[src/lcdnw_pkg.sv]
// Types, codes and helper functions for the character LCD nibble write engine.
package lcdnw_pkg;

  localparam int unsigned CNT_W = 24;

  localparam logic [1:0] OP_TICK        = 2'd0;
  localparam logic [1:0] OP_SEND_BYTE   = 2'd1;
  localparam logic [1:0] OP_SEND_NIBBLE = 2'd2;

  localparam logic [2:0] REG_SETUP       = 3'd0;
  localparam logic [2:0] REG_WRITE_PULSE = 3'd1;
  localparam logic [2:0] REG_READ_HIGH   = 3'd2;
  localparam logic [2:0] REG_READ_LOW    = 3'd3;
  localparam logic [2:0] REG_USE_BUSY    = 3'd4;
  localparam logic [2:0] REG_FIXED_WAIT  = 3'd5;

  localparam logic [3:0] PH_IDLE    = 4'd0;
  localparam logic [3:0] PH_WSETUP  = 4'd1;
  localparam logic [3:0] PH_HI_E    = 4'd2;
  localparam logic [3:0] PH_HI_GAP  = 4'd3;
  localparam logic [3:0] PH_LO_E    = 4'd4;
  localparam logic [3:0] PH_RSETUP  = 4'd5;
  localparam logic [3:0] PH_R1_HIGH = 4'd6;
  localparam logic [3:0] PH_R1_LOW  = 4'd7;
  localparam logic [3:0] PH_R2_HIGH = 4'd8;
  localparam logic [3:0] PH_R2_LOW  = 4'd9;
  localparam logic [3:0] PH_FIXED   = 4'd10;

  typedef struct packed {
    logic [1:0] operation;
    logic [7:0] byte_value;
    logic       register_select;
    logic       busy_pin;
  } in_item_t;

  typedef struct packed {
    logic       enable_pin;
    logic       select_pin;
    logic       read_write_pin;
    logic [3:0] data_nibble;
    logic       bus_drive;
    logic       idle;
    logic       rejected;
  } out_item_t;

  typedef struct packed {
    logic [7:0]       setup_ticks;
    logic [7:0]       write_pulse_ticks;
    logic [7:0]       read_high_ticks;
    logic [7:0]       read_low_ticks;
    logic             use_busy_flag;
    logic [CNT_W-1:0] fixed_wait_ticks;
  } cfg_t;

  function automatic logic [CNT_W-1:0] phase_len(input logic [3:0] ph, input cfg_t cfg);
    logic [CNT_W-1:0] len;
    len = CNT_W'(1);
    unique case (ph)
      PH_WSETUP, PH_RSETUP:   len = CNT_W'(cfg.setup_ticks);
      PH_HI_E, PH_LO_E:       len = CNT_W'(cfg.write_pulse_ticks);
      PH_R1_HIGH, PH_R2_HIGH: len = CNT_W'(cfg.read_high_ticks);
      PH_R1_LOW, PH_R2_LOW:   len = CNT_W'(cfg.read_low_ticks);
      PH_FIXED:               len = cfg.fixed_wait_ticks;
      default:                len = CNT_W'(1);
    endcase
    return len;
  endfunction

endpackage

[src/lcdnw_if.sv]
// Channel interfaces: send/tick requests, pin results and register writes.
interface lcdnw_in_if;
  logic       valid;
  logic       ready;
  logic [1:0] operation;
  logic [7:0] byte_value;
  logic       register_select;
  logic       busy_pin;

  modport source (output valid, operation, byte_value, register_select, busy_pin,
                  input ready);
  modport sink (input valid, operation, byte_value, register_select, busy_pin,
                output ready);
endinterface

interface lcdnw_out_if;
  logic       valid;
  logic       ready;
  logic       enable_pin;
  logic       select_pin;
  logic       read_write_pin;
  logic [3:0] data_nibble;
  logic       bus_drive;
  logic       idle;
  logic       rejected;

  modport source (output valid, enable_pin, select_pin, read_write_pin, data_nibble,
                  bus_drive, idle, rejected, input ready);
  modport sink (input valid, enable_pin, select_pin, read_write_pin, data_nibble,
                bus_drive, idle, rejected, output ready);
endinterface

interface lcdnw_cfg_if;
  logic        valid;
  logic        ready;
  logic [2:0]  index;
  logic [23:0] data;

  modport source (output valid, index, data, input ready);
  modport sink (input valid, index, data, output ready);
endinterface

[src/char_lcd_nibble_write_engine.sv]
// Top level of the character LCD nibble write engine.
//
//  channel | dir | contents
//  in_ch   | in  | operation, byte_value, register_select, busy_pin
//  out_ch  | out | enable_pin, select_pin, read_write_pin, data_nibble, bus_drive, idle, rejected
//  cfg_ch  | in  | index, data (register writes, always ready)
//
// One request per cycle sustained while results are taken; each passes through two registers.
// An input register feeds the sequencer step, whose pin levels land in the result register.
// The input register takes a new request while the result register holds an unread result.
// Reset (rst_n low, synchronous) empties both registers and returns to idle.
// A stalled result holds the sequencer and then the input register.
module char_lcd_nibble_write_engine (
  input logic          clk,
  input logic          rst_n,
  lcdnw_in_if.sink     in_ch,
  lcdnw_out_if.source  out_ch,
  lcdnw_cfg_if.sink    cfg_ch
);
  import lcdnw_pkg::*;

  logic      in_valid_r;
  in_item_t  in_item_r;
  logic      out_valid_r;
  out_item_t out_item_r;
  out_item_t step_result;
  cfg_t      cfg;
  logic      step_en;
  logic      in_fire;

  assign step_en = in_valid_r && (!out_valid_r || out_ch.ready);
  assign in_ch.ready = !in_valid_r || step_en;
  assign in_fire = in_ch.valid && in_ch.ready;
  assign cfg_ch.ready = 1'b1;

  lcdnw_cfg_regs u_cfg (
    .clk      (clk),
    .rst_n    (rst_n),
    .wr_en    (cfg_ch.valid),
    .wr_index (cfg_ch.index),
    .wr_data  (cfg_ch.data),
    .cfg      (cfg)
  );

  lcdnw_seq u_seq (
    .clk     (clk),
    .rst_n   (rst_n),
    .step_en (step_en),
    .item    (in_item_r),
    .cfg     (cfg),
    .result  (step_result)
  );

  always_ff @(posedge clk) begin
    if (!rst_n) begin
      in_valid_r  <= 1'b0;
      out_valid_r <= 1'b0;
    end else begin
      if (in_ch.ready) begin
        in_valid_r <= in_ch.valid;
      end
      if (step_en) begin
        out_valid_r <= 1'b1;
      end else if (out_ch.ready) begin
        out_valid_r <= 1'b0;
      end
    end
  end

  always_ff @(posedge clk) begin
    if (in_fire) begin
      in_item_r.operation       <= in_ch.operation;
      in_item_r.byte_value      <= in_ch.byte_value;
      in_item_r.register_select <= in_ch.register_select;
      in_item_r.busy_pin        <= in_ch.busy_pin;
    end
    if (step_en) begin
      out_item_r <= step_result;
    end
  end

  assign out_ch.valid          = out_valid_r;
  assign out_ch.enable_pin     = out_item_r.enable_pin;
  assign out_ch.select_pin     = out_item_r.select_pin;
  assign out_ch.read_write_pin = out_item_r.read_write_pin;
  assign out_ch.data_nibble    = out_item_r.data_nibble;
  assign out_ch.bus_drive      = out_item_r.bus_drive;
  assign out_ch.idle           = out_item_r.idle;
  assign out_ch.rejected       = out_item_r.rejected;
endmodule

[src/lcdnw_cfg_regs.sv]
// Configuration register file with reset defaults.
module lcdnw_cfg_regs (
  input  logic                clk,
  input  logic                rst_n,
  input  logic                wr_en,
  input  logic [2:0]          wr_index,
  input  logic [23:0]         wr_data,
  output lcdnw_pkg::cfg_t     cfg
);
  import lcdnw_pkg::*;

  cfg_t cfg_r;
  cfg_t cfg_nxt;

  always_comb begin
    cfg_nxt = cfg_r;
    if (wr_en) begin
      unique case (wr_index)
        REG_SETUP:       cfg_nxt.setup_ticks = wr_data[7:0];
        REG_WRITE_PULSE: cfg_nxt.write_pulse_ticks = wr_data[7:0];
        REG_READ_HIGH:   cfg_nxt.read_high_ticks = wr_data[7:0];
        REG_READ_LOW:    cfg_nxt.read_low_ticks = wr_data[7:0];
        REG_USE_BUSY:    cfg_nxt.use_busy_flag = wr_data[0];
        REG_FIXED_WAIT:  cfg_nxt.fixed_wait_ticks = wr_data[CNT_W-1:0];
        default:         cfg_nxt = cfg_r;
      endcase
    end
  end

  always_ff @(posedge clk) begin
    if (!rst_n) begin
      cfg_r.setup_ticks       <= 8'd14;
      cfg_r.write_pulse_ticks <= 8'd3;
      cfg_r.read_high_ticks   <= 8'd48;
      cfg_r.read_low_ticks    <= 8'd53;
      cfg_r.use_busy_flag     <= 1'b1;
      cfg_r.fixed_wait_ticks  <= 24'd1000000;
    end else begin
      cfg_r <= cfg_nxt;
    end
  end

  assign cfg = cfg_r;
endmodule

[src/lcdnw_seq.sv]
// Phase sequencer: holds the bus state and steps it once per request.
module lcdnw_seq (
  input  logic                 clk,
  input  logic                 rst_n,
  input  logic                 step_en,
  input  lcdnw_pkg::in_item_t  item,
  input  lcdnw_pkg::cfg_t      cfg,
  output lcdnw_pkg::out_item_t result
);
  import lcdnw_pkg::*;

  logic [3:0]       phase_r, phase_nxt;
  logic [CNT_W-1:0] count_r, count_nxt;
  logic [7:0]       byte_r, byte_nxt;
  logic             sel_r, sel_nxt;
  logic             nib_r, nib_nxt;
  logic             busy_seen_r, busy_seen_nxt;

  logic             idle_ph;
  logic             is_send;
  logic [CNT_W-1:0] cnt_inc;
  logic [CNT_W-1:0] len;

  always_comb begin
    phase_nxt     = phase_r;
    count_nxt     = count_r;
    byte_nxt      = byte_r;
    sel_nxt       = sel_r;
    nib_nxt       = nib_r;
    busy_seen_nxt = busy_seen_r;
    result        = '0;
    result.bus_drive = 1'b1;

    idle_ph = (phase_r == PH_IDLE) || (phase_r > PH_FIXED);
    is_send = (item.operation == OP_SEND_BYTE) || (item.operation == OP_SEND_NIBBLE);
    cnt_inc = count_r + CNT_W'(1);
    len     = phase_len(phase_r, cfg);

    if (is_send && idle_ph) begin
      nib_nxt   = (item.operation == OP_SEND_NIBBLE);
      byte_nxt  = nib_nxt ? {4'd0, item.byte_value[3:0]} : item.byte_value;
      sel_nxt   = nib_nxt ? 1'b0 : item.register_select;
      phase_nxt = PH_WSETUP;
      count_nxt = '0;
    end else begin
      result.rejected = is_send;
      if (idle_ph) begin
        phase_nxt = PH_IDLE;
        count_nxt = '0;
      end else if (cnt_inc < len) begin
        count_nxt = cnt_inc;
      end else begin
        count_nxt = '0;
        unique case (phase_r)
          PH_WSETUP:  phase_nxt = nib_r ? PH_LO_E : PH_HI_E;
          PH_HI_E:    phase_nxt = PH_HI_GAP;
          PH_HI_GAP:  phase_nxt = PH_LO_E;
          PH_LO_E:    phase_nxt = cfg.use_busy_flag ? PH_RSETUP : PH_FIXED;
          PH_RSETUP:  phase_nxt = PH_R1_HIGH;
          PH_R1_HIGH: begin
            busy_seen_nxt = item.busy_pin;
            phase_nxt     = PH_R1_LOW;
          end
          PH_R1_LOW:  phase_nxt = PH_R2_HIGH;
          PH_R2_HIGH: phase_nxt = PH_R2_LOW;
          PH_R2_LOW:  phase_nxt = busy_seen_r ? PH_R1_HIGH : PH_IDLE;
          default:    phase_nxt = PH_IDLE;
        endcase
      end
    end

    unique case (phase_nxt)
      PH_WSETUP: begin
        result.select_pin  = sel_nxt;
        result.data_nibble = nib_nxt ? byte_nxt[3:0] : byte_nxt[7:4];
      end
      PH_HI_E: begin
        result.enable_pin  = 1'b1;
        result.select_pin  = sel_nxt;
        result.data_nibble = byte_nxt[7:4];
      end
      PH_HI_GAP: begin
        result.select_pin  = sel_nxt;
        result.data_nibble = byte_nxt[7:4];
      end
      PH_LO_E: begin
        result.enable_pin  = 1'b1;
        result.select_pin  = sel_nxt;
        result.data_nibble = byte_nxt[3:0];
      end
      PH_FIXED: begin
        result.select_pin  = sel_nxt;
        result.data_nibble = byte_nxt[3:0];
      end
      PH_RSETUP, PH_R1_LOW, PH_R2_LOW: begin
        result.read_write_pin = 1'b1;
        result.bus_drive      = 1'b0;
      end
      PH_R1_HIGH, PH_R2_HIGH: begin
        result.enable_pin     = 1'b1;
        result.read_write_pin = 1'b1;
        result.bus_drive      = 1'b0;
      end
      default: begin
        result.bus_drive = 1'b1;
      end
    endcase
    result.idle = (phase_nxt == PH_IDLE);
  end

  always_ff @(posedge clk) begin
    if (!rst_n) begin
      phase_r     <= PH_IDLE;
      count_r     <= '0;
      byte_r      <= '0;
      sel_r       <= 1'b0;
      nib_r       <= 1'b0;
      busy_seen_r <= 1'b1;
    end else if (step_en) begin
      phase_r     <= phase_nxt;
      count_r     <= count_nxt;
      byte_r      <= byte_nxt;
      sel_r       <= sel_nxt;
      nib_r       <= nib_nxt;
      busy_seen_r <= busy_seen_nxt;
    end
  end
endmodule

[src/flat_wrapper.sv]
// flat-port wrapper written by rule: the top's interface ports become plain ports
module char_lcd_nibble_write_engine_flat import lcdnw_pkg::*;
  (clk, rst_n, in_ch_valid, in_ch_operation, in_ch_byte_value, in_ch_register_select, in_ch_busy_pin, in_ch_ready, out_ch_valid, out_ch_enable_pin, out_ch_select_pin, out_ch_read_write_pin, out_ch_data_nibble, out_ch_bus_drive, out_ch_idle, out_ch_rejected, out_ch_ready, cfg_ch_valid, cfg_ch_index, cfg_ch_data, cfg_ch_ready);
  lcdnw_in_if in_ch_i ();
  lcdnw_out_if out_ch_i ();
  lcdnw_cfg_if cfg_ch_i ();
  input logic clk;
  input logic rst_n;
  input wire logic [$bits(in_ch_i.valid)-1:0] in_ch_valid;
  input wire logic [$bits(in_ch_i.operation)-1:0] in_ch_operation;
  input wire logic [$bits(in_ch_i.byte_value)-1:0] in_ch_byte_value;
  input wire logic [$bits(in_ch_i.register_select)-1:0] in_ch_register_select;
  input wire logic [$bits(in_ch_i.busy_pin)-1:0] in_ch_busy_pin;
  output wire logic [$bits(in_ch_i.ready)-1:0] in_ch_ready;
  output wire logic [$bits(out_ch_i.valid)-1:0] out_ch_valid;
  output wire logic [$bits(out_ch_i.enable_pin)-1:0] out_ch_enable_pin;
  output wire logic [$bits(out_ch_i.select_pin)-1:0] out_ch_select_pin;
  output wire logic [$bits(out_ch_i.read_write_pin)-1:0] out_ch_read_write_pin;
  output wire logic [$bits(out_ch_i.data_nibble)-1:0] out_ch_data_nibble;
  output wire logic [$bits(out_ch_i.bus_drive)-1:0] out_ch_bus_drive;
  output wire logic [$bits(out_ch_i.idle)-1:0] out_ch_idle;
  output wire logic [$bits(out_ch_i.rejected)-1:0] out_ch_rejected;
  input wire logic [$bits(out_ch_i.ready)-1:0] out_ch_ready;
  input wire logic [$bits(cfg_ch_i.valid)-1:0] cfg_ch_valid;
  input wire logic [$bits(cfg_ch_i.index)-1:0] cfg_ch_index;
  input wire logic [$bits(cfg_ch_i.data)-1:0] cfg_ch_data;
  output wire logic [$bits(cfg_ch_i.ready)-1:0] cfg_ch_ready;
  assign in_ch_i.valid = in_ch_valid;
  assign in_ch_i.operation = in_ch_operation;
  assign in_ch_i.byte_value = in_ch_byte_value;
  assign in_ch_i.register_select = in_ch_register_select;
  assign in_ch_i.busy_pin = in_ch_busy_pin;
  assign in_ch_ready = in_ch_i.ready;
  assign out_ch_valid = out_ch_i.valid;
  assign out_ch_enable_pin = out_ch_i.enable_pin;
  assign out_ch_select_pin = out_ch_i.select_pin;
  assign out_ch_read_write_pin = out_ch_i.read_write_pin;
  assign out_ch_data_nibble = out_ch_i.data_nibble;
  assign out_ch_bus_drive = out_ch_i.bus_drive;
  assign out_ch_idle = out_ch_i.idle;
  assign out_ch_rejected = out_ch_i.rejected;
  assign out_ch_i.ready = out_ch_ready;
  assign cfg_ch_i.valid = cfg_ch_valid;
  assign cfg_ch_i.index = cfg_ch_index;
  assign cfg_ch_i.data = cfg_ch_data;
  assign cfg_ch_ready = cfg_ch_i.ready;
  char_lcd_nibble_write_engine u_core (.clk(clk), .rst_n(rst_n), .in_ch(in_ch_i), .out_ch(out_ch_i), .cfg_ch(cfg_ch_i));
endmodule
[config.mk]
export PLATFORM = sky130hd
export DESIGN_NAME = char_lcd_nibble_write_engine_flat
export DESIGN_NICKNAME = d
export VERILOG_FILES = /design/src/lcdnw_pkg.sv /design/src/lcdnw_if.sv /design/src/char_lcd_nibble_write_engine.sv /design/src/lcdnw_cfg_regs.sv /design/src/lcdnw_seq.sv /design/src/flat_wrapper.sv
export SDC_FILE = /design/constraint.sdc
export NUM_CORES = 1
export LEC_CHECK = 0
export BUFFER_PORTS_ARGS = -buffer_cell sky130_fd_sc_hd__buf_2
export CAP_MARGIN = 20
export CORE_MARGIN = 2
export CORE_UTILIZATION = 56
export DETAILED_ROUTE_END_ITERATION = 8
export HOLD_SLACK_MARGIN = 0.1
export PLACE_DENSITY = 0.76
export RECOVER_POWER = 100
export SLEW_MARGIN = 20
export SYNTH_ARGS = -nofsm -noshare
export SYNTH_HDL_FRONTEND = slang
export SYNTH_SLANG_ARGS = --single-unit
[constraint.sdc]
create_clock -name clk -period 6 [get_ports clk]
set_clock_uncertainty 0.15 [all_clocks]
set_input_delay 0.9 -clock clk [delete_from_list [all_inputs] [get_ports clk]]
set_output_delay 0.9 -clock clk [all_outputs]
set_load 0.01 [all_outputs]
### Word level (Yosys, flattened, before mapping)

Cells that the tools add are included.

* bits in registers: 120
* memory bits (read-only): 0
* memories: 0
* word-level logic and storage cells: 110
* RAM bits: 0
* output and inout port bits: 13
* latch bits: 0

* magnitude comparators: 2
* mux-type cells: 23
* divide/modulo/power cells: 0
* shift operators: 0
* add/subtract/negate cells: 1
* equality and inequality tests: 27
* reductions and logical operators: 29
* $mul: 0
* bitwise operators: 3

Operators with widths (number)
* $pmux 24 s5: 1
* $mux 24: 3
* $pmux 4 s9: 1
* $eq 4x3->1 const B: 8
* $add 24x1->24 const B: 1
* $eq 4x4->1 const B: 6
* $lt 24x24->1: 1
* $mux 4: 5
* $eq 4x2->1 const B: 4
* $mux 8: 2
* $pmux 4 s3: 1
* $reduce_and 2->1: 6
* $reduce_or 2->1: 6
* $reduce_or 5->1: 2
* $eq 4x1->1 const B: 2
* $logic_not 4->1: 2
* $mux 1: 8
* $eq 3x2->1 const B: 2
* $eq 3x3->1 const B: 2
* $mux 3: 2
* $reduce_and 5->1: 1
* $gt 4x4->1 const B: 1
* $logic_or 1x1->1: 4
* $reduce_or 4->1: 1
* other kinds (8): 13

### Depth between registers and ports, before layout

Gate-level depths: netlist of the first run.

* word-level depth: 10
* mapped depth: 19
* gate-level depth less buffers: 16

### Cells and area by module

Synthesis of the first run repeated with hierarchy kept, for this count alone.

* cell total of the unflattened synthesis: 719
* area total of the unflattened synthesis: 6458.7 um^2

Modules (own cells, without submodules)
* lcdnw_seq: area each 3400.8 um^2, times used 1, cells an instance 460
* lcdnw_cfg_regs: area each 2282.2 um^2, times used 1, cells an instance 226
* char_lcd_nibble_write_engine: area each 775.7 um^2, times used 1, cells an instance 33

### Worst setup path before layout of the first run

Ideal clock, no wire load.

* kind: register to register
* start point: reg u_core.u_seq.count_r[0]
* end point: reg u_core.out_item_r (netlist bit u_core.out_ch.select_pin), data pin
* setup slack: 1.672 ns
* cell stages (with the launch flop): 17
* data arrival time: 3.922 ns
* buffers on the path: 1
* cells stage by stage: dfxtp_1 > ha_1 > and3_1 > nand4_1 > or4_1 > clkbuf_1 > nor2_2 > xor2_1 > ha_1 > a21oi_1 > a21boi_0 > o311ai_0 > nand3_1 > a21o_4 > mux2_1 > o21a_1 > o211a_1

* longest elaborated chain between the ends: 7

RTL lines
* start: declaration: line lcdnw_seq.sv:13 `logic [CNT_W-1:0] count_r, count_nxt;`
* start signal: assignment: line lcdnw_seq.sv:121 `count_r <= count_nxt;`
* $add 24x1->24 *: line lcdnw_seq.sv:36 `cnt_inc = count_r + CNT_W'(1);`
* $lt 24x24->1 *: line lcdnw_seq.sv:50 `end else if (cnt_inc < len) begin`
* $mux 4 *: line lcdnw_seq.sv:50
* $mux 4 *: line lcdnw_seq.sv:47 `if (idle_ph) begin`
* $mux 4 *: line lcdnw_seq.sv:39 `if (is_send && idle_ph) begin`
* $eq 4x3->1, or another cell as far along: line lcdnw_seq.sv:72 `unique case (phase_nxt)`
* $reduce_or 5->1 (no line) *
* end signal: assignment: line char_lcd_nibble_write_engine.sv:78 `out_item_r <= step_result;`
* end: declaration: line char_lcd_nibble_write_engine.sv:25 `out_item_t out_item_r;`

Every way passes the cells marked *; elsewhere a longest branch is shown, timed or not.
A chain may end at the register's enable or synchronous reset.

### Worst setup path in the final report of the first run

* start point: reg u_core.u_seq.count_r[0]
* end point: reg u_core.u_seq.count_r[6]

* longest elaborated chain between the ends: 5

RTL lines (line)
* $add 24x1->24 *: lcdnw_seq.sv:36
* $lt 24x24->1: lcdnw_seq.sv:50
* $mux 24 *: lcdnw_seq.sv:50
* $mux 24 *: lcdnw_seq.sv:47
* $mux 24 *: lcdnw_seq.sv:39

Marks and branches as above.

==> results.json, run 1 <==
{
  "synthToLayoutAreaGrowth_pct": 13.6,
  "layout.cells.non_filler": 957,
  "cts_hold_buf": 0,
  "viasPerCell": 6.00,
  "htree_levels": 4,
  "synth.cell_area_mm2": 0.00633,
  "layout-drive-gt1-share": 0.115,
  "rsz0062_at_grt": "no",
  "cts_tree": "built",
  "design_area_mm2": 0.00719,
  "wl_um": 16000,
  "synth-edff-count": 22,
  "fillers": 947,
  "yosysWarnings": 0,
  "slew_headroom": -0.357,
  "clkLatencyLatePin_ns": 0.42,
  "slowest_stage": "or4_1",
  "dr.pass1.iters": 6,
  "use_met1": 0.375,
  "cts_resized": 0,
  "pin_count": 57,
  "synth_top_area_share": 0.310,
  "yosys.area.top_type": "dfxtp_1",
  "worstPathRequired_ns": 6.17,
  "grt_overflow": 0,
  "tns_ns": 0,
  "critPathTopFamily": "simple AND/OR/NAND/NOR gates",
  "synthCells": 768,
  "crit_path_end_kind": "register",
  "antenna_found_initial": 0,
  "final.min_clock_period_ns": 5.19,
  "post_cts_buffers": 0,
  "cts.sinks": 120,
  "use_met2": 0.444,
  "yosysMostFrequentCell": "nand2_1",
  "cp_max_fo": 17,
  "rows": 38,
  "peakVddDrop_mv": 0.204,
  "top_usage_layer": "met2",
  "cp_num_buf_inv": 0,
  "gp_congestion": 0.879,
  "ys_ff_latch": 120,
  "die_x_um": 110,
  "nNetsFinal": 873,
  "violations": "capacitance limit, slew limit",
  "ys_types": 69,
  "drtAntennaViolNets": 0,
  "rrSetupSlack_ns": 0.81,
  "wl_per_cell_um": 16.7,
  "cts.clk_slew.worst_paths_ns": 0.05,
  "path_class": "reg -> reg",
  "setup-violations-final": 0,
  "crit_chain": "ha_1 > and3_1 > nand4_1 > or4_1 > nor2_1 > xor2_1 > ha_1 > a21oi_1 > a21boi_0 > o311ai_0 > nand3_1 > a21oi_4 > nand3_1 > or3_1 > a21oi_1",
  "synthArstFlopShare": 0,
  "io_buffers": 55,
  "power_per_cell_area_mw_per_mm2": 292,
  "start_util": 0.579,
  "hold_path.class": "reg -> reg",
  "synth-main-ff-cell": "dfxtp_1",
  "synth.avg_cell_area_um2": 8.24,
  "die_h_um": 110,
  "tightest_slew_ns": 2.03,
  "dieArea_mm2": 0.0122,
  "setup_ws_ns": 0.812,
  "synth_common_cells": "nand2_1, dfxtp_1, a21oi_1, nor2_1, nand3_1",
  "arrival_ns": 5.36,
  "clk_path_buf_depth": 2,
  "clock-root-buffer": "clkbuf_16",
  "drv_slew": 80,
  "place_area_mm2": 0.00664,
  "drtIter0Drc": 566,
  "placedCellCount": 925,
  "hpwl_um": 10900,
  "max_freq_mhz": 193,
  "grt_pass1_wl_um": 26300,
  "synth_top_cells_by_area": "dfxtp_1, nand2_1, edfxtp_1",
  "drv_cap": 2,
  "yosysSeqAreaShare": 0.414,
  "numCtsBuffers": 17,
  "diodes": 0,
  "coreArea_mm2": 0.0109,
  "met3_usage": 0.0611,
  "max_stage_delay_ns": 0.67,
  "syn-num-nets": 837,
  "power_leakage_nw": 2.69,
  "holdWs_ns": 0.304,
  "track_usage": 0.281,
  "status": "finished with violations",
  "grt_pass1_vias": 5412,
  "drc": 0,
  "start_kind": "register",
  "period_share": 0.865,
  "post-place-ws_ns": 1.02,
  "hold_viol_final": 0,
  "grt_max_degree": 43,
  "vias": 5738
}
-- routing by layer --
layer  vias to the layer above  part of all wire
met5                         -                 0
met4                         0             0.022
met3                        28             0.064
met2                       215              0.47
met1                      2685              0.45
li1                       2810                 -
-- placed cells by master, fill, tap and decap left out, drive strengths merged, types with 3 or more instances in the layout --
cell,count
a211oi,14
a21oi,83
a222oi,7
a22oi,12
a31o,5
a31oi,3
and2,4
and3,6
buf,42
clkbuf,41
clkinv,6
clkinvlp,3
dfxtp,98
edfxtp,22
ha,25
inv,11
mux2i,12
nand2,179
nand2b,10
nand3,45
nand3b,7
nand4,11
nor2,56
nor2b,7
nor3,8
nor3b,3
nor4,3
o21a,4
o21ai,10
o221ai,6
o22ai,3
o31ai,9
or3,10
xnor2,17
xor2,6
-- final cells by class --
type,count,area (um^2),share of cell area
clock inverters,9,88.8,0.0124
clock buffers,23,509,0.0708
repair buffers,60,283,0.0393
multi-input cells,593,3470,0.482
flip-flops and latches,120,2620,0.365
well taps,140,175,0.0244
inverters,12,45.0,0.00627
-- registers in the layout, summed over array words and instances, names as in the netlist, 4 cells and up --
register / flops
u_core.out_ch.data_nibble: 4
u_core.u_cfg.cfg: 57
u_core.u_seq.byte_r: 8
u_core.u_seq.phase_r: 4
u_core.in_item_r: 12
u_core.u_seq.count_r: 24
-- cells by family (layout without fill, tap and decap cells) --
kind of cell             Yosys count  count (layout)  synth area share
AO/OA/AOI/OAI                    175             175             0.186
other                              1               1          0.000593
adder cells (fa/ha/maj)           26              26            0.0512
buffers and inverters             55             104            0.0348
AND/OR/NAND/NOR                  354             354             0.256
XOR/XNOR                          23              23            0.0318
multiplexers                      14              14            0.0245
flip-flops                       120             120             0.414
-- stage by stage --
| step | util | power (mW) |
|---|---|---|
| floorplan | - | 1.05 |
| global placement | 0.607 | 1.11 |
| detailed placement | 0.607 | 1.12 |
| CTS | 0.662 | 2.12 |
| global route | 0.657 | 2.17 |
| finish | 0.657 | 2.10 |
-- worst register-to-register path: stages, from the launching register on --
cell and delay, ns:
dfxtp_1 0.44, ha_1 0.29, and3_1 0.24, nand4_1 0.21, or4_1 0.67, nor2_1 0.25
xor2_1 0.18, ha_1 0.28, a21oi_1 0.16, a21boi_0 0.10, o311ai_0 0.33, nand3_1 0.29
a21oi_4 0.50, nand3_1 0.35, or3_1 0.50, a21oi_1 0.15
-- worst paths after layout --
check,start,cells past startpoint,endpoint
worst min register to register,u_core.u_cfg.cfg[2],2,u_core.u_cfg.cfg[2]
worst max-delay path,u_core.u_seq.count_r[0],15,u_core.u_seq.count_r[6]
worst min-delay path,u_core.u_cfg.cfg[2],2,u_core.u_cfg.cfg[2]
worst max register to register,u_core.u_seq.count_r[0],15,u_core.u_seq.count_r[6]
-- power breakdown --
group          leakage (nW)  total (mW)  switching (mW)  internal [mW]
combinational          1.40       0.232           0.153         0.0795
clock                 0.287        1.00           0.364          0.637
sequential             1.01       0.868          0.0173          0.851
No activity file was read; power rests on OpenSTA's default activity.
==> run 2: changes to the inputs <==
--- a/config.mk
+++ b/config.mk
@@ -13,7 +13,9 @@
 export HOLD_SLACK_MARGIN = 0.1
 export PLACE_DENSITY = 0.76
 export RECOVER_POWER = 100
+export SETUP_SLACK_MARGIN = 0.4
 export SLEW_MARGIN = 20
 export SYNTH_ARGS = -nofsm -noshare
 export SYNTH_HDL_FRONTEND = slang
+export SYNTH_HIERARCHICAL = 1
 export SYNTH_SLANG_ARGS = --single-unit
==> run 2 against run 1 <==
  * Routed wire length down 9.7%
  * The run still ends with capacitance limit, slew limit left
  * Clock power about the same
  * Sequential power about the same
  * Worst setup slack got worse by 0.18 ns
  * Register-to-register slack got worse by 0.18 ns
  * Design area increased by 2.6%
  * Combinational power up 11%
  * First-iteration DRC count decreased by 31%
  * Global-route usage is 4.6 points lower
  * Die area increased by 2.0%
==> results.json, run 2 <==
{
  "worstPathRequired_ns": 5.99,
  "grt_pass1_vias": 5012,
  "synth-main-ff-cell": "dfxtp_1",
  "ys_ff_latch": 120,
  "drv_cap": 2,
  "holdWs_ns": 0.308,
  "viasPerCell": 5.81,
  "grt_pass1_wl_um": 23700,
  "wl_um": 14400,
  "final.min_clock_period_ns": 5.37,
  "clk_path_buf_depth": 2,
  "coreArea_mm2": 0.0113,
  "io_buffers": 55,
  "grt_max_degree": 95,
  "max_freq_mhz": 186,
  "grt_overflow": 0,
  "yosys.area.top_type": "dfxtp_1",
  "status": "finished with violations",
  "tightest_slew_ns": 3.36,
  "yosysWarnings": 6,
  "synthToLayoutAreaGrowth_pct": 14.2,
  "drv_slew": 155,
  "synth_top_cells_by_area": "dfxtp_1, mux2i_1, edfxtp_1",
  "arrival_ns": 5.36,
  "peakVddDrop_mv": 0.291,
  "die_h_um": 111,
  "die_x_um": 111,
  "largest_reg_flops": 57,
  "clock-root-buffer": "clkbuf_16",
  "syn-num-nets": 788,
  "layout-drive-gt1-share": 0.127,
  "nNetsFinal": 830,
  "cts_tree": "built",
  "setup-violations-final": 0,
  "dr.pass1.iters": 9,
  "rows": 39,
  "drtAntennaViolNets": 0,
  "power_leakage_nw": 2.95,
  "crit_path_end_kind": "register",
  "synth.cell_area_mm2": 0.00646,
  "synthArstFlopShare": 0,
  "violations": "capacitance limit, slew limit",
  "synth_top_area_share": 0.304,
  "numCtsBuffers": 17,
  "dieArea_mm2": 0.0124,
  "synth_common_cells": "nand2_1, dfxtp_1, mux2i_1, nor2_1, nor2b_1",
  "placedCellCount": 882,
  "tns_ns": 0,
  "yosysSeqAreaShare": 0.406,
  "slew_headroom": -1.24,
  "gp_congestion": 0.892,
  "fillers": 951,
  "synth.avg_cell_area_um2": 8.98,
  "htree_levels": 4,
  "layout.cells.non_filler": 916,
  "path_class": "reg -> reg",
  "period_share": 0.894,
  "cts.clk_slew.worst_paths_ns": 0.06,
  "hpwl_um": 9610,
  "wl_per_cell_um": 15.7,
  "final_cell_mix": "nand2_1, dfxtp_1, mux2i_1, nor2_1, nor2b_1",
  "yosysMostFrequentCell": "nand2_1",
  "rsz0062_at_grt": "no",
  "vias": 5326,
  "start_util": 0.571,
  "synth-edff-count": 22,
  "diodes": 0,
  "cts.sinks": 120,
  "synthCells": 719,
  "hold_path.class": "reg -> reg",
  "power_per_cell_area_mw_per_mm2": 288,
  "pin_count": 57,
  "antenna_found_initial": 0,
  "start_kind": "register",
  "final_common_cell": "nand2_1",
  "cts_hold_buf": 0,
  "track_usage": 0.235,
  "cp_max_fo": 10,
  "clkLatencyLatePin_ns": 0.41,
  "ys_types": 75,
  "hold_viol_final": 0,
  "drc": 0,
  "drtIter0Drc": 390
}
[run 2: changes by cell type after synthesis, moves of 5 or more]
cell / change
a22oi_1: -12
o21ai_0: +7
a21oi_1: -34
xor2_1: +5
nand2_1: -72
o31ai_1: -8
nand3b_1: -5
nand3_1: -23
nor3_1: +7
mux2i_1: +59
nand2b_1: -7
nor2b_1: +45
xnor2_1: -5
or3_1: -10
[run 2: layout make-up]
cell class / count / area [um^2] / share of cell area
clock inverters: 9 / 87.6 / 0.0119
flip-flops and latches: 120 / 2620 / 0.356
repair buffers: 66 / 327 / 0.0443
clock buffers: 22 / 507 / 0.0687
inverters: 13 / 48.8 / 0.00662
multi-input cells: 543 / 3600 / 0.489
well taps: 143 / 179 / 0.0243
[run 2: per-layer routing]
| metal | track usage | vias to the layer above | part of all wire |
|---|---|---|---|
| met5 | 0 | - | 0 |
| met3 | 0.0544 | 31 | 0.050 |
| li1 | - | 2634 | - |
| met4 | 0.0938 | 0 | 0.017 |
| met1 | 0.304 | 2522 | 0.45 |
| met2 | 0.383 | 139 | 0.48 |
[run 2: path summary, 6_finish.rpt]
kind	start	end	slack, ns	cells past startpoint
max	u_core/u_seq/count_r[0]	u_core/out_ch.data_nibble[1]	0.63	17
min	u_core/u_cfg/cfg[11]	u_core/u_cfg/cfg[11]	0.31	2
max reg2reg	u_core/u_seq/count_r[0]	u_core/out_ch.data_nibble[1]	0.63	17
min reg2reg	u_core/u_cfg/cfg[11]	u_core/u_cfg/cfg[11]	0.31	2
[run 2: cell families (layout without fill, tap and decap cells)]
kind of cell	after synthesis	after routing	synth area share
simple gates	301	301	0.236
compound gates	122	122	0.130
flops	120	120	0.406
mux	71	71	0.110
buf+inv	56	110	0.0374
fa+ha+maj	25	25	0.0484
xor+xnor	23	23	0.0312
other cells	1	1	0.000581
[run 2: stage by stage]
step | setup WS (ns) | utilization | total power, mW | instance area, um^2
4_1_cts | 0.836 | 0.654 | 2.13 | 7400
6_report | 0.634 | 0.651 | 2.12 | 7370
3_3_place_gp | 1.17 | 0.601 | 1.12 | 6800
3_5_place_dp | 0.864 | 0.601 | 1.13 | 6800
5_1_grt | 0.267 | 0.651 | 2.21 | 7370
2_1_floorplan | 1.37 | - | 1.06 | 6460
[run 2: timing repair]
| item | CTS | global route |
|---|---|---|
| setup endpoints to repair | 0 | 3 |
| setup buffers | 0 | 3 |
| resized for setup | 0 | 1 |
[run 2: where the power goes]
group | switching, mW | internal (mW) | total, mW | leakage (nW)
clock network | 0.358 | 0.639 | 0.996 | 0.277
logic | 0.159 | 0.0988 | 0.258 | 1.67
registers | 0.0178 | 0.851 | 0.869 | 1.01
total | 0.535 | 1.59 | 2.12 | 2.95
[run 2: critical path, cell delays in order, from the launching register on]
cell and delay (ns):
dfxtp_1 0.45, ha_1 0.25, nand3_1 0.16, or2_2 0.36, nor2b_1 0.27, nand3_1 0.28
nor3_1 0.29, xnor2_1 0.18, ha_1 0.29, and4_1 0.21, a221oi_1 0.38, nor4b_1 0.40
o21a_1 0.31, o21ai_0 0.15, a22oi_2 0.20, clkbuf_1 0.38, a211o_1 0.22, o221ai_1 0.15
